--- config.mk ---
export PLATFORM = sky130hd
export DESIGN_NAME = two_class_fifo_oldest_dequeue_top
export DESIGN_NICKNAME = d
export VERILOG_FILES = /design/src/rtl/tcfo_pkg.sv /design/src/rtl/tcfo_front.sv /design/src/rtl/tcfo_class_fifo.sv /design/src/rtl/tcfo_back.sv /design/src/rtl/two_class_fifo_oldest_dequeue_top.sv
export SDC_FILE = /design/constraint.sdc
export NUM_CORES = 1
export LEC_CHECK = 0
export BUFFER_PORTS_ARGS = -buffer_cell sky130_fd_sc_hd__buf_2
export CELL_PAD_IN_SITES_DETAIL_PLACEMENT = 1
export CELL_PAD_IN_SITES_GLOBAL_PLACEMENT = 1
export CORE_MARGIN = 2
export CORE_UTILIZATION = 55
export CTS_CLUSTER_DIAMETER = 120
export DETAILED_ROUTE_END_ITERATION = 6
export PLACE_DENSITY = 0.85
export SLEW_MARGIN = 5
export SYNTH_ARGS = -nofsm -noshare
export SYNTH_HDL_FRONTEND = slang
export SYNTH_SLANG_ARGS = --single-unit
--- constraint.sdc ---
create_clock -name clk -period 7 [get_ports clk]
set_input_delay 0.7 -clock clk [delete_from_list [all_inputs] [get_ports clk]]
set_output_delay 0.7 -clock clk [all_outputs]
set_load 0.1 [all_outputs]
--- src/rtl/tcfo_pkg.sv ---
// Shared types and codes for the two-class FIFO with oldest-first dequeue.
`timescale 1ns / 1ps

package tcfo_pkg;

	localparam int unsigned KIND_W   = 3;
	localparam int unsigned OUT_ID_W = 16;
	localparam int unsigned STATUS_W = 2;
	localparam int unsigned STAMP_W  = 8;

	// Operation codes on the kind port
	localparam logic [KIND_W-1:0] KIND_ENQ_DOG = 3'd0;
	localparam logic [KIND_W-1:0] KIND_ENQ_CAT = 3'd1;
	localparam logic [KIND_W-1:0] KIND_DEQ_ANY = 3'd2;
	localparam logic [KIND_W-1:0] KIND_DEQ_DOG = 3'd3;
	localparam logic [KIND_W-1:0] KIND_DEQ_CAT = 3'd4;

	// Result status codes
	localparam logic [STATUS_W-1:0] ST_OK    = 2'd0;
	localparam logic [STATUS_W-1:0] ST_EMPTY = 2'd1;
	localparam logic [STATUS_W-1:0] ST_FULL  = 2'd2;

	// Class codes
	localparam logic CLS_DOG = 1'b0;
	localparam logic CLS_CAT = 1'b1;

	typedef enum logic [2:0] {
		OP_ENQ_DOG,
		OP_ENQ_CAT,
		OP_DEQ_ANY,
		OP_DEQ_DOG,
		OP_DEQ_CAT,
		OP_BAD
	} op_t;

	// Classified command handed from the front to the back
	typedef struct packed {
		op_t                 op;
		logic [OUT_ID_W-1:0] id;
	} cmd_t;

	// One result word
	typedef struct packed {
		logic [OUT_ID_W-1:0] id;
		logic                cls;
		logic [STATUS_W-1:0] status;
	} result_t;

	// Occupancy flags of one class queue
	typedef struct packed {
		logic empty;
		logic full;
	} fifo_flags_t;

	typedef enum logic {
		BK_FETCH,
		BK_EXEC
	} bk_state_t;

endpackage

--- src/rtl/tcfo_front.sv ---
// Front end: accept input words, decode the operation, queue commands for the back end.
`timescale 1ns / 1ps

module tcfo_front (
	input  logic                          clk,
	input  logic                          arst_n,
	input  logic                          push,
	output logic                          full,
	input  logic [tcfo_pkg::KIND_W-1:0]   kind,
	input  logic [tcfo_pkg::OUT_ID_W-1:0] animal_id,
	output logic                          cmd_valid,
	output tcfo_pkg::cmd_t                cmd,
	input  logic                          cmd_pop
);

	localparam int unsigned CQ_DEPTH = 2;

	tcfo_pkg::cmd_t cq_q [CQ_DEPTH];
	logic           wr_ptr_q;
	logic           rd_ptr_q;
	logic [1:0]     cnt_q;
	tcfo_pkg::op_t  op_dec;
	logic           acc;
	logic           take;

	always_comb begin
		unique case (kind)
			tcfo_pkg::KIND_ENQ_DOG: op_dec = tcfo_pkg::OP_ENQ_DOG;
			tcfo_pkg::KIND_ENQ_CAT: op_dec = tcfo_pkg::OP_ENQ_CAT;
			tcfo_pkg::KIND_DEQ_ANY: op_dec = tcfo_pkg::OP_DEQ_ANY;
			tcfo_pkg::KIND_DEQ_DOG: op_dec = tcfo_pkg::OP_DEQ_DOG;
			tcfo_pkg::KIND_DEQ_CAT: op_dec = tcfo_pkg::OP_DEQ_CAT;
			default:                op_dec = tcfo_pkg::OP_BAD;
		endcase
	end

	assign full      = (cnt_q == 2'(CQ_DEPTH));
	assign cmd_valid = (cnt_q != 2'd0);
	assign cmd       = cq_q[rd_ptr_q];
	assign acc       = push && !full;
	assign take      = cmd_pop && cmd_valid;

	always_ff @(posedge clk) begin
		if (acc) begin
			cq_q[wr_ptr_q].op <= op_dec;
			cq_q[wr_ptr_q].id <= animal_id;
		end
	end

	always_ff @(posedge clk or negedge arst_n) begin
		if (!arst_n) begin
			wr_ptr_q <= 1'b0;
			rd_ptr_q <= 1'b0;
			cnt_q    <= 2'd0;
		end else begin
			if (acc)
				wr_ptr_q <= ~wr_ptr_q;
			if (take)
				rd_ptr_q <= ~rd_ptr_q;
			case ({acc, take})
				2'b10:   cnt_q <= cnt_q + 2'd1;
				2'b01:   cnt_q <= cnt_q - 2'd1;
				default: cnt_q <= cnt_q;
			endcase
		end
	end

endmodule

--- src/rtl/tcfo_class_fifo.sv ---
// Circular queue for one class: identifier and arrival stamp memory with registered head read.
`timescale 1ns / 1ps

module tcfo_class_fifo #(
	parameter int unsigned DEPTH = 16,
	parameter int unsigned ID_W  = 16
) (
	input  logic                         clk,
	input  logic                         arst_n,
	input  logic                         wr_en,
	input  logic [ID_W-1:0]              wr_id,
	input  logic [tcfo_pkg::STAMP_W-1:0] wr_stamp,
	input  logic                         rd_en,
	input  logic                         pop,
	output logic [ID_W-1:0]              head_id,
	output logic [tcfo_pkg::STAMP_W-1:0] head_stamp,
	output tcfo_pkg::fifo_flags_t        flags
);

	localparam int unsigned PTR_W = $clog2(DEPTH);
	localparam int unsigned CNT_W = $clog2(DEPTH + 1);

	logic [ID_W-1:0]              id_mem    [DEPTH];
	logic [tcfo_pkg::STAMP_W-1:0] stamp_mem [DEPTH];
	logic [PTR_W-1:0]             head_q;
	logic [PTR_W-1:0]             tail_q;
	logic [CNT_W-1:0]             count_q;

	assign flags.empty = (count_q == '0);
	assign flags.full  = (count_q == CNT_W'(DEPTH));

	always_ff @(posedge clk) begin
		if (wr_en) begin
			id_mem[tail_q]    <= wr_id;
			stamp_mem[tail_q] <= wr_stamp;
		end
		if (rd_en) begin
			head_id    <= id_mem[head_q];
			head_stamp <= stamp_mem[head_q];
		end
	end

	always_ff @(posedge clk or negedge arst_n) begin
		if (!arst_n) begin
			head_q  <= '0;
			tail_q  <= '0;
			count_q <= '0;
		end else begin
			if (wr_en)
				tail_q <= (tail_q == PTR_W'(DEPTH - 1)) ? '0 : tail_q + PTR_W'(1);
			if (pop)
				head_q <= (head_q == PTR_W'(DEPTH - 1)) ? '0 : head_q + PTR_W'(1);
			case ({wr_en, pop})
				2'b10:   count_q <= count_q + CNT_W'(1);
				2'b01:   count_q <= count_q - CNT_W'(1);
				default: count_q <= count_q;
			endcase
		end
	end

endmodule

--- src/rtl/tcfo_back.sv ---
// Back end: execute commands against the two class queues and buffer the result words.
`timescale 1ns / 1ps

module tcfo_back #(
	parameter int unsigned QUEUE_DEPTH = 16,
	parameter int unsigned ID_WIDTH    = 16
) (
	input  logic              clk,
	input  logic              arst_n,
	input  logic              cmd_valid,
	input  tcfo_pkg::cmd_t    cmd,
	output logic              cmd_pop,
	output logic              res_empty,
	output tcfo_pkg::result_t res,
	input  logic              res_pop
);

	localparam int unsigned RES_DEPTH = 2;

	tcfo_pkg::bk_state_t          state_q;
	tcfo_pkg::bk_state_t          state_d;
	tcfo_pkg::cmd_t               cur_q;
	logic [tcfo_pkg::STAMP_W-1:0] arrival_q;

	tcfo_pkg::result_t res_q [RES_DEPTH];
	logic              res_wr_ptr_q;
	logic              res_rd_ptr_q;
	logic [1:0]        res_cnt_q;
	logic              res_wr;
	logic              res_take;
	tcfo_pkg::result_t res_d;

	logic                         rd_en;
	logic                         dog_push;
	logic                         cat_push;
	logic                         dog_pop;
	logic                         cat_pop;
	logic [ID_WIDTH-1:0]          wr_id;
	logic [ID_WIDTH-1:0]          dog_head_id;
	logic [ID_WIDTH-1:0]          cat_head_id;
	logic [tcfo_pkg::STAMP_W-1:0] dog_head_stamp;
	logic [tcfo_pkg::STAMP_W-1:0] cat_head_stamp;
	logic [tcfo_pkg::STAMP_W-1:0] stamp_diff;
	tcfo_pkg::fifo_flags_t        dog_flags;
	tcfo_pkg::fifo_flags_t        cat_flags;
	logic                         any_cls;

	assign wr_id = ID_WIDTH'(cur_q.id);

	tcfo_class_fifo #(
		.DEPTH (QUEUE_DEPTH),
		.ID_W  (ID_WIDTH)
	) u_dog_fifo (
		.clk        (clk),
		.arst_n     (arst_n),
		.wr_en      (dog_push),
		.wr_id      (wr_id),
		.wr_stamp   (arrival_q),
		.rd_en      (rd_en),
		.pop        (dog_pop),
		.head_id    (dog_head_id),
		.head_stamp (dog_head_stamp),
		.flags      (dog_flags)
	);

	tcfo_class_fifo #(
		.DEPTH (QUEUE_DEPTH),
		.ID_W  (ID_WIDTH)
	) u_cat_fifo (
		.clk        (clk),
		.arst_n     (arst_n),
		.wr_en      (cat_push),
		.wr_id      (wr_id),
		.wr_stamp   (arrival_q),
		.rd_en      (rd_en),
		.pop        (cat_pop),
		.head_id    (cat_head_id),
		.head_stamp (cat_head_stamp),
		.flags      (cat_flags)
	);

	// Oldest head wins: modular stamp distance below half range means the dog came first
	assign stamp_diff = cat_head_stamp - dog_head_stamp;

	always_comb begin
		if (cat_flags.empty)
			any_cls = tcfo_pkg::CLS_DOG;
		else if (dog_flags.empty)
			any_cls = tcfo_pkg::CLS_CAT;
		else
			any_cls = stamp_diff[tcfo_pkg::STAMP_W-1] ? tcfo_pkg::CLS_CAT : tcfo_pkg::CLS_DOG;
	end

	always_comb begin
		state_d      = state_q;
		cmd_pop      = 1'b0;
		rd_en        = 1'b0;
		dog_push     = 1'b0;
		cat_push     = 1'b0;
		dog_pop      = 1'b0;
		cat_pop      = 1'b0;
		res_wr       = 1'b0;
		res_d.id     = '0;
		res_d.cls    = tcfo_pkg::CLS_DOG;
		res_d.status = tcfo_pkg::ST_EMPTY;
		unique case (state_q)
			tcfo_pkg::BK_FETCH: begin
				// Latch a command and read both heads once a result slot is free
				if (cmd_valid && (res_cnt_q != 2'(RES_DEPTH))) begin
					cmd_pop = 1'b1;
					rd_en   = 1'b1;
					state_d = tcfo_pkg::BK_EXEC;
				end
			end
			tcfo_pkg::BK_EXEC: begin
				res_wr  = 1'b1;
				state_d = tcfo_pkg::BK_FETCH;
				unique case (cur_q.op)
					tcfo_pkg::OP_ENQ_DOG: begin
						res_d.cls = tcfo_pkg::CLS_DOG;
						if (dog_flags.full) begin
							res_d.status = tcfo_pkg::ST_FULL;
						end else begin
							dog_push     = 1'b1;
							res_d.status = tcfo_pkg::ST_OK;
						end
					end
					tcfo_pkg::OP_ENQ_CAT: begin
						res_d.cls = tcfo_pkg::CLS_CAT;
						if (cat_flags.full) begin
							res_d.status = tcfo_pkg::ST_FULL;
						end else begin
							cat_push     = 1'b1;
							res_d.status = tcfo_pkg::ST_OK;
						end
					end
					tcfo_pkg::OP_DEQ_ANY: begin
						res_d.cls = any_cls;
						if (any_cls == tcfo_pkg::CLS_DOG) begin
							if (!dog_flags.empty) begin
								dog_pop      = 1'b1;
								res_d.id     = tcfo_pkg::OUT_ID_W'(dog_head_id);
								res_d.status = tcfo_pkg::ST_OK;
							end
						end else begin
							cat_pop      = 1'b1;
							res_d.id     = tcfo_pkg::OUT_ID_W'(cat_head_id);
							res_d.status = tcfo_pkg::ST_OK;
						end
					end
					tcfo_pkg::OP_DEQ_DOG: begin
						res_d.cls = tcfo_pkg::CLS_DOG;
						if (!dog_flags.empty) begin
							dog_pop      = 1'b1;
							res_d.id     = tcfo_pkg::OUT_ID_W'(dog_head_id);
							res_d.status = tcfo_pkg::ST_OK;
						end
					end
					tcfo_pkg::OP_DEQ_CAT: begin
						res_d.cls = tcfo_pkg::CLS_CAT;
						if (!cat_flags.empty) begin
							cat_pop      = 1'b1;
							res_d.id     = tcfo_pkg::OUT_ID_W'(cat_head_id);
							res_d.status = tcfo_pkg::ST_OK;
						end
					end
					default: begin
						res_d.cls    = tcfo_pkg::CLS_DOG;
						res_d.status = tcfo_pkg::ST_EMPTY;
					end
				endcase
			end
			default: state_d = tcfo_pkg::BK_FETCH;
		endcase
	end

	always_ff @(posedge clk or negedge arst_n) begin
		if (!arst_n)
			state_q <= tcfo_pkg::BK_FETCH;
		else
			state_q <= state_d;
	end

	always_ff @(posedge clk) begin
		if (cmd_pop)
			cur_q <= cmd;
		if (res_wr)
			res_q[res_wr_ptr_q] <= res_d;
	end

	assign res_empty = (res_cnt_q == 2'd0);
	assign res       = res_q[res_rd_ptr_q];
	assign res_take  = res_pop && !res_empty;

	always_ff @(posedge clk or negedge arst_n) begin
		if (!arst_n) begin
			arrival_q    <= '0;
			res_wr_ptr_q <= 1'b0;
			res_rd_ptr_q <= 1'b0;
			res_cnt_q    <= 2'd0;
		end else begin
			if (dog_push || cat_push)
				arrival_q <= arrival_q + tcfo_pkg::STAMP_W'(1);
			if (res_wr)
				res_wr_ptr_q <= ~res_wr_ptr_q;
			if (res_take)
				res_rd_ptr_q <= ~res_rd_ptr_q;
			case ({res_wr, res_take})
				2'b10:   res_cnt_q <= res_cnt_q + 2'd1;
				2'b01:   res_cnt_q <= res_cnt_q - 2'd1;
				default: res_cnt_q <= res_cnt_q;
			endcase
		end
	end

	a_res_room: assert property (@(posedge clk) disable iff (!arst_n)
		(state_q == tcfo_pkg::BK_EXEC) |-> (res_cnt_q != 2'(RES_DEPTH)))
		else $error("result buffer has no room for an executing command");

	a_no_pop_empty: assert property (@(posedge clk) disable iff (!arst_n)
		(dog_pop |-> !dog_flags.empty) and (cat_pop |-> !cat_flags.empty))
		else $error("pop from an empty class queue");

	a_one_queue_op: assert property (@(posedge clk) disable iff (!arst_n)
		$countones({dog_push, dog_pop, cat_push, cat_pop}) <= 1)
		else $error("more than one queue touched by one command");

	a_stamp_hold: assert property (@(posedge clk) disable iff (!arst_n)
		!(dog_push || cat_push) |=> $stable(arrival_q))
		else $error("arrival stamp moved without an enqueue");

endmodule

--- src/rtl/two_class_fifo_oldest_dequeue_top.sv ---
// Top level of the two-class FIFO with oldest-first dequeue.
`timescale 1ns / 1ps

// Two class queues (dog, cat) sharing one arrival stamp counter.
// Input channel: drive kind and animal_id with push; a word is taken on a
// rising edge with push high and full low. Kinds: enqueue dog, enqueue cat,
// dequeue oldest of either class, dequeue dog, dequeue cat; other codes give
// an empty status and change nothing.
// Result channel: while empty is low the oldest result word sits on out_id,
// out_class and status; it is taken on a rising edge with pop high.
// Every input word yields exactly one result word, in order.
// An accepted word goes through the command queue, the back end's fetch state
// (latch it, read both queue heads from memory) and its execute state (write
// the result word); the back end takes no new word before the last executes.
// A two-entry command queue lets the input side run ahead of the back end, and
// a two-entry result buffer lets the back end keep working while the receiver
// holds pop low. Full rises whenever the command queue holds two words: when
// words arrive every cycle, and for good once the receiver stalls long enough
// to fill the result buffer; input words wait meanwhile.
// Reset (arst_n low) empties both queues, both buffers and zeros the stamp
// counter; queue memory contents are left as they are.

module two_class_fifo_oldest_dequeue_top #(
	parameter int unsigned QUEUE_DEPTH = 16,
	parameter int unsigned ID_WIDTH    = 16
) (
	input  logic                          clk,
	input  logic                          arst_n,
	input  logic                          push,
	output logic                          full,
	input  logic [tcfo_pkg::KIND_W-1:0]   kind,
	input  logic [tcfo_pkg::OUT_ID_W-1:0] animal_id,
	output logic                          empty,
	input  logic                          pop,
	output logic [tcfo_pkg::OUT_ID_W-1:0] out_id,
	output logic                          out_class,
	output logic [tcfo_pkg::STATUS_W-1:0] status
);

	logic              cmd_valid;
	logic              cmd_pop;
	tcfo_pkg::cmd_t    cmd;
	tcfo_pkg::result_t res;

	// Front end: decode and queue commands
	tcfo_front u_front (
		.clk       (clk),
		.arst_n    (arst_n),
		.push      (push),
		.full      (full),
		.kind      (kind),
		.animal_id (animal_id),
		.cmd_valid (cmd_valid),
		.cmd       (cmd),
		.cmd_pop   (cmd_pop)
	);

	// Back end: class queues, oldest-head selection, result buffer
	tcfo_back #(
		.QUEUE_DEPTH (QUEUE_DEPTH),
		.ID_WIDTH    (ID_WIDTH)
	) u_back (
		.clk       (clk),
		.arst_n    (arst_n),
		.cmd_valid (cmd_valid),
		.cmd       (cmd),
		.cmd_pop   (cmd_pop),
		.res_empty (empty),
		.res       (res),
		.res_pop   (pop)
	);

	// Split the result word onto its ports
	assign out_id    = res.id;
	assign out_class = res.cls;
	assign status    = res.status;

endmodule

After elaboration in Yosys (flattened, before gate mapping)

Memories as Yosys holds them, arrays and structs flattened. A register that Yosys moved wholly into a read port is not among the register bits.
Cells that the tools add are included.

Flip-flop bits (word level): 43
RAM bits: 844
Input bits: 23
Logic and storage cells: 129
Memories: 6

Memory list:

| name                        | words | width | read ports | clocked after Yosys merged registers in | wr ports | RTL line              | RTL |
|---|---|---|---|---|---|---|---|
| u_back.u_cat_fifo.id_mem    | 16    | 16    | 1          | 1                                       | 1        | tcfo_class_fifo.sv:23 | `logic [ID_W-1:0] id_mem [DEPTH];` |
| u_back.u_dog_fifo.id_mem    | 16    | 16    | 1          | 1                                       | 1        | tcfo_class_fifo.sv:23 |  |
| u_back.u_cat_fifo.stamp_mem | 16    | 8     | 1          | 1                                       | 1        | tcfo_class_fifo.sv:24 | `logic [tcfo_pkg::STAMP_W-1:0] stamp_mem [DEPTH];` |
| u_back.u_dog_fifo.stamp_mem | 16    | 8     | 1          | 1                                       | 1        | tcfo_class_fifo.sv:24 |  |
| u_back.res_q                | 2     | 19    | 1          | 0                                       | 1        | tcfo_back.sv:25       | `tcfo_pkg::result_t res_q [RES_DEPTH];` |
| u_front.cq_q                | 2     | 19    | 1          | 1                                       | 1        | tcfo_front.sv:18      | `tcfo_pkg::cmd_t cq_q [CQ_DEPTH];` |

$add $sub $neg: 14
Equality and inequality tests: 24
Multiplexer cells: 49
Bitwise operators: 5
Reductions and logical operators: 17

Operators by type and width:

| kind                  | count |
|---|---|
| $mux W16              | 3 |
| $pmux W16 S3          | 1 |
| $pmux W3 S5           | 2 |
| $mux W1               | 29 |
| $pmux W5 S2           | 2 |
| $mux W19              | 1 |
| $add A4 B1 Y4 const B | 4 |
| $eq A4 B4 Y1 const B  | 4 |
| $mux W4               | 4 |
| $eq A3 B2 Y1 const B  | 4 |
| $add A5 B1 Y5 const B | 2 |
| $eq A2 B2 Y1 const B  | 5 |
| $eq A5 B5 Y1 const B  | 2 |
| $logic_not A5 Y1      | 2 |
| $reduce_bool A2 Y1    | 5 |
| $sub A5 B1 Y5 const B | 2 |
| $add A8 B1 Y8 const B | 1 |
| $eq A2 B1 Y1 const B  | 4 |
| $pmux W2 S2           | 2 |
| $sub A8 B8 Y8         | 1 |
| $eq A3 B1 Y1 const B  | 2 |
| $eq A3 B3 Y1 const B  | 2 |
| $logic_not A3 Y1      | 2 |
| $pmux W1 S2           | 3 |
| 9 further kinds       | 20 |

Depth between registers and ports, before layout

Word-level depth: 9
Gate-level depth with buffers: 17
Mapped depth without buffers: 16

Cells and area by module

From an unflattened synthesis, not the netlist that was laid out.

Cell total of the unflattened synthesis: 1,702
Area total of the unflattened synthesis: 36,357.4 µm²

By module, submodules not included:

| module                               | times used | cells an instance | area an instance (µm²) | seq. area each (µm²) |
|---|---|---|---|---|
| tcfo_class_fifo at u_back.u_cat_fifo | 1          | 714               | 15,896.5               | 12,577.1 |
| tcfo_class_fifo at u_back.u_dog_fifo | 1          | 719               | 15,895.2               | 12,577.1 |
| tcfo_back                            | 1          | 189               | 2,984.1                | 2,037.0 |
| tcfo_front                           | 1          | 80                | 1,581.5                | 1,241.2 |

Least setup slack after synthesis

OpenSTA, ideal clock, no wires.

Kind: register to register
Start: register u_back.state_q
End: register u_back.cur_q[16] (netlist name)
Setup time: 0.496 ns
Arrival: 3.489 ns
Setup slack: 3.015 ns
Cell stages (with the launch flop): 3
Period minus slack after synthesis: 3.985 ns
Cell sequence: dfrtp_1 clkbuf_1 nor2_1

Longest elaborated chain between the ends: 1

RTL lines:

| element                  | RTL line                                | RTL |
|---|---|---|
| start: declaration       | tcfo_back.sv:20                         | `tcfo_pkg::bk_state_t state_q;` |
| start signal: assignment | tcfo_back.sv:179                        | `state_q <= tcfo_pkg::BK_FETCH;` |
| start signal: assignment | tcfo_back.sv:181                        | `state_q <= state_d;` |
| $mux W1                  | tcfo_back.sv:106                        | `unique case (state_q)` |
| via cmd_pop              | two_class_fifo_oldest_dequeue_top.sv:41 | `logic cmd_pop;` |

The timed path passes the listed nets, and every way through them passes these cells.
A chain may end at the register's enable or synchronous reset.

Worst setup path in the final report

Start: register u_back.u_cat_fifo.head_stamp[2] (netlist bit) (read register of u_back.u_cat_fifo.stamp_mem)
End: register u_back.u_cat_fifo.count_q[4]

Longest elaborated chain between the ends: 9
Elaborated cells between the ends (all ways): 11
Classes of those cells: 1 x add/sub; 2 x eq/ne; 7 x mux; 1 x reduce/logical

RTL lines:

| element                                           | RTL line              | RTL |
|---|---|---|
| start: declaration                                | tcfo_class_fifo.sv:16 | `output logic [tcfo_pkg::STAMP_W-1:0] head_stamp,` |
| $sub A8 B8 Y8 *                                   | tcfo_back.sv:83       | `assign stamp_diff = cat_head_stamp - dog_head_stamp;` |
| $mux W1 *                                         | tcfo_back.sv:91       | `any_cls = stamp_diff[tcfo_pkg::STAMP_W-1] ? tcfo_pkg::CLS_CAT : tcfo_pkg::CLS_DOG;` |
| $mux W1 *                                         | tcfo_back.sv:88       | `else if (dog_flags.empty)` |
| $mux W1 *                                         | tcfo_back.sv:86       | `if (cat_flags.empty)` |
| $mux W1 *                                         | tcfo_back.sv:139      | `if (any_cls == tcfo_pkg::CLS_DOG) begin` |
| $pmux W1 S2 *                                     | tcfo_back.sv:118      | `unique case (cur_q.op)` |
| $mux W1 *                                         | tcfo_back.sv:106      |  |
| $eq A2 B1 Y1 or $eq A2 B2 Y1 (tied branches)      | tcfo_class_fifo.sv:53 | `case ({wr_en, pop})` |
| $pmux W5 S2 or $reduce_bool A2 Y1 (tied branches) | -                     |  |
| end signal: assignment                            | tcfo_class_fifo.sv:54 | `2'b10: count_q <= count_q + CNT_W'(1);` |
| end signal: assignment                            | tcfo_class_fifo.sv:55 | `2'b01: count_q <= count_q - CNT_W'(1);` |
| end signal: assignment                            | tcfo_class_fifo.sv:56 | `default: count_q <= count_q;` |
| end: declaration                                  | tcfo_class_fifo.sv:27 | `logic [CNT_W-1:0] count_q;` |

Every way passes the cells marked *; elsewhere a longest branch is shown, timed or not.

==> flow_summary_export.csv <==
group,metric,value,unit
floorplanning,die_y,263,um
clocking,h-tree-depth,3,
routing,routed_wl,94900,um
cells_and_area,final_common_cell,"edfxtp_1",
synth,syn-num-nets,1791,
synth,synthCells,1739,
grt,grt_antenna_before_repair,0,
placement,placedCellCount,2604,
timing,rsz0062_at_grt,"no",
routing,ant_nets,0,
clocking,hold_buffers,0,
timing,slew_headroom,18.3,%
timing,worst_pin_slew,1230,ps
pwr,p_per_area,433,mW/mm^2
placement,post-place-ws,3040,ps
pwr,power.share.sequential,48.9,%
grt,grt_pass1_wl,139000,um
cells_and_area,drive_gt1_share,24.6,%
cells_and_area,final_cell_mix,"edfxtp_1, mux4_2, mux2i_1",
cells_and_area,nNetsFinal,1884,
timing,max_freq,235,MHz
synth,synth_area,0.0368,mm^2
routing,post_drt_via_cell_ratio,6.69,
timing,fin_crit,4260,ps
timing,setup_violations,0,
grt,grt_max_degree,92,
floorplanning,die_x,263,um
clocking,cts_buffer_depth,3,
timing,drv_slew,0,
synth,ys_seq_area_share,77.4,%
floorplanning,core-area,0.0660,mm^2
cells_and_area,syn2layout_area_growth,11.6,%
cells_and_area,diodes,0,
setup_path,crit_path_end_kind,"flop",
pwr,peakVddDrop,371,uV
setup_path,crit_start,"u_back.u_cat_fifo.head_stamp[2]",
pwr,clkPwrFrac,27.8,%
clocking,post_cts_buffers,0,
clocking,clk_pin_slew,60,ps
setup_path,max_stage_delay,470,ps
pwr,swShare,32.5,%
status,outcome,"finished clean",
setup_path,r2r_slack,2740,ps
floorplanning,die-area,0.0689,mm^2
timing,layout_setup_ws,2740,ps
pwr,pwr-share-comb,23.3,%
clocking,cts-root-buf,"clkbuf_16",
clocking,cts_tree,"done",
flow_run,drv_cap,0,
synth,synth_cell_types,50,
pwr,leakage,13.7,nW
grt,grt_pass1_vias,19985,
cells_and_area,final_core_utilization,62.2,%
floorplanning,initial_core_util,55.7,%
worst_hold_path,hp-class,"input port to async pin",
timing,skew,34.4,ps
setup_path,cp_max_fo,22,
synth,async_flop_share,4.51,%
clocking,cts_buffers,90,
timing,hold_viol_final,0,
setup_path,critical_path.cell_chain,"ha_1, a21oi_1, o21ai_0, a21oi_1, mux2_2, nand2_2, ha_1, inv_1, fa_1, inv_1, a21o_1, a21oi_1, xnor2_1, nor2_1, xnor2_1",
synth,ys_ff_latch,954,
synth,syn_area_per_cell,21.1,um^2
routing,drc_errors,0,
pwr,p_total,0.0178,W
placement,gp_congestion,0.792,
grt,grt_usage,28.0,%
setup_path,required,7520,ps
synth,ys_warn_count,0,
pwr,power.internal,0.0120,W
cells_and_area,layoutNonFillerInstCount,2773,
timing,fin_setup_tns,0,ps
routing,drt_iter0_drc,2323,
floorplanning,num_rows,94,
setup_path,path_class,"flop to flop",
pwr,switching_power,0.00578,W
routing,dr.pass1.iters,5,
floorplanning,io_pins,44,
setup_path,rr_startpoint,"u_back.u_cat_fifo.head_stamp[2]",
synth,synth-edff-count,911,
timing,min_period_over_period,60.9,%
setup_path,crit_top_cell,"a21oi_1",
clocking,post_cts_resized,0,
setup_path,critPathArrivalTime,4780,ps
clocking,clk_latency,660,ps
synth,ys.flop_type,"edfxtp_1",
placement,place.detailed.hpwl,49800,um
setup_path,critical-path-slowest-cell,"a21oi_1",
cells_and_area,fillers,5350,
routing,dr_total_vias,18549,
setup_path,start_kind,"flop",
routing,routedWlPerCell,34.2,um
placement,io_buffers,43,
grt,grt_remaining_overflow,0,
clocking,clock_sinks,954,
[routing by layer]
layer / vias up / GRT usage (%) / wire (um)
li1: 7350 / - / -
met1: 9783 / 36.6 / 34900
met2: 1172 / 47.2 / 48800
met3: 244 / 4.27 / 7410
met4: 0 / 12.6 / 3830
met5: - / 0 / 0
[worst max-delay path, delay by kind of cell, from the launching register on]
kind	cells	cell delay, ps
xor gates and xnor gates	2	340
and+or+nand+nor	2	570
adders and majority gates	3	1140
buffers and inverters	2	190
muxes	1	410
AOI/OAI and AO/OA	5	1080
DFF	1	400
[stage by stage]
step | hold slack [ps] | area, um^2
floorplan | 404 | 36800
global placement | 487 | 38100
detailed placement | 491 | 38100
CTS | 164 | 41000
global route | 200 | 41000
finish | 164 | 41000
[kinds of logic after synthesis]
kind of cell,synth area share [%]
buffers and inverters,1.40
and+or+nand+nor,2.02
xor gates and xnor gates,0.810
AOI/OAI and AO/OA,3.13
muxes,14.3
DFF,77.4
adders and majority gates,1.03
[area by class of cell]
type	count	area, um^2	share of cell area [%]
Tap cell	864	1080	2.63
Multi-Input combinational cell	672	7890	19.2
Timing Repair Buffer	89	573	1.40
Inverter	25	93.8	0.229
Sequential cell	954	28400	69.3
Clock inverter	52	522	1.27
Clock buffer	117	2430	5.91
[power groups by stage]
stage                     Clock, W  Combinational [W]  Sequential [W]
final                      0.00494            0.00414         0.00868
after global placement           0            0.00383         0.00862
after CTS                  0.00499            0.00415         0.00867
after global routing       0.00516            0.00434         0.00878
after floorplan                  0            0.00327         0.00807
after detailed placement         0            0.00404         0.00877
[cell usage after synthesis (2+ instances only)]
library cell	number	area, um^2
edfxtp_1	911	27400
mux4_2	168	3780
mux2i_1	96	961
nand2_1	53	199
a221oi_1	48	420
clkbuf_1	44	165
mux2_2	44	495
dfrtp_1	43	1080
o21ai_0	38	190
buf_2	32	160
nor2_1	32	120
ha_1	27	338
a22oi_1	24	180
inv_1	24	90.1
xnor2_1	22	193
a22o_1	16	140
xor2_1	12	105
and2_1	10	62.6
a21oi_1	9	45.0
nand3_1	8	40.0
a21o_1	7	52.6
and3_1	7	43.8
nand2b_1	7	43.8
nor2b_1	7	43.8
buf_6	5	56.3
nor3_1	5	25.0
buf_1	4	15.0
nand4_1	4	25.0
a31oi_1	3	18.8
and4_1	3	26.3
buf_4	3	22.5
nand4b_1	3	26.3
fa_1	2	40.0
o22ai_1	2	12.5
[flip-flops by register name, indices dropped and copies added (netlist names), 16 cells and up]
name	flops
u_back.wr_id	16
u_back.u_cat_fifo.head_id	16
u_back.u_cat_fifo.id_mem	256
u_back.u_dog_fifo.id_mem	256
u_back.u_dog_fifo.stamp_mem	128
u_back.u_dog_fifo.head_id	16
u_back.res_q	38
u_back.u_cat_fifo.stamp_mem	128
u_front.cq_q	38
[path summary, 6_finish.rpt]
| check | endpoint | depth (start not counted) |
|---|---|---|
| worst min-delay path | u_back.u_dog_fifo.count_q[4] | 2 |
| worst max-delay path | u_back.u_cat_fifo.count_q[4] | 15 |
| max in group asynchronous | u_back.u_cat_fifo.head_q[0] | 2 |
| min in group clk | u_front.cq_q[1][3] | 1 |
| worst min register to register | u_front.cnt_q[1] | 1 |
| worst max register to register | u_back.u_cat_fifo.count_q[4] | 15 |
Note: power is estimated with default switching activity, not from simulation.
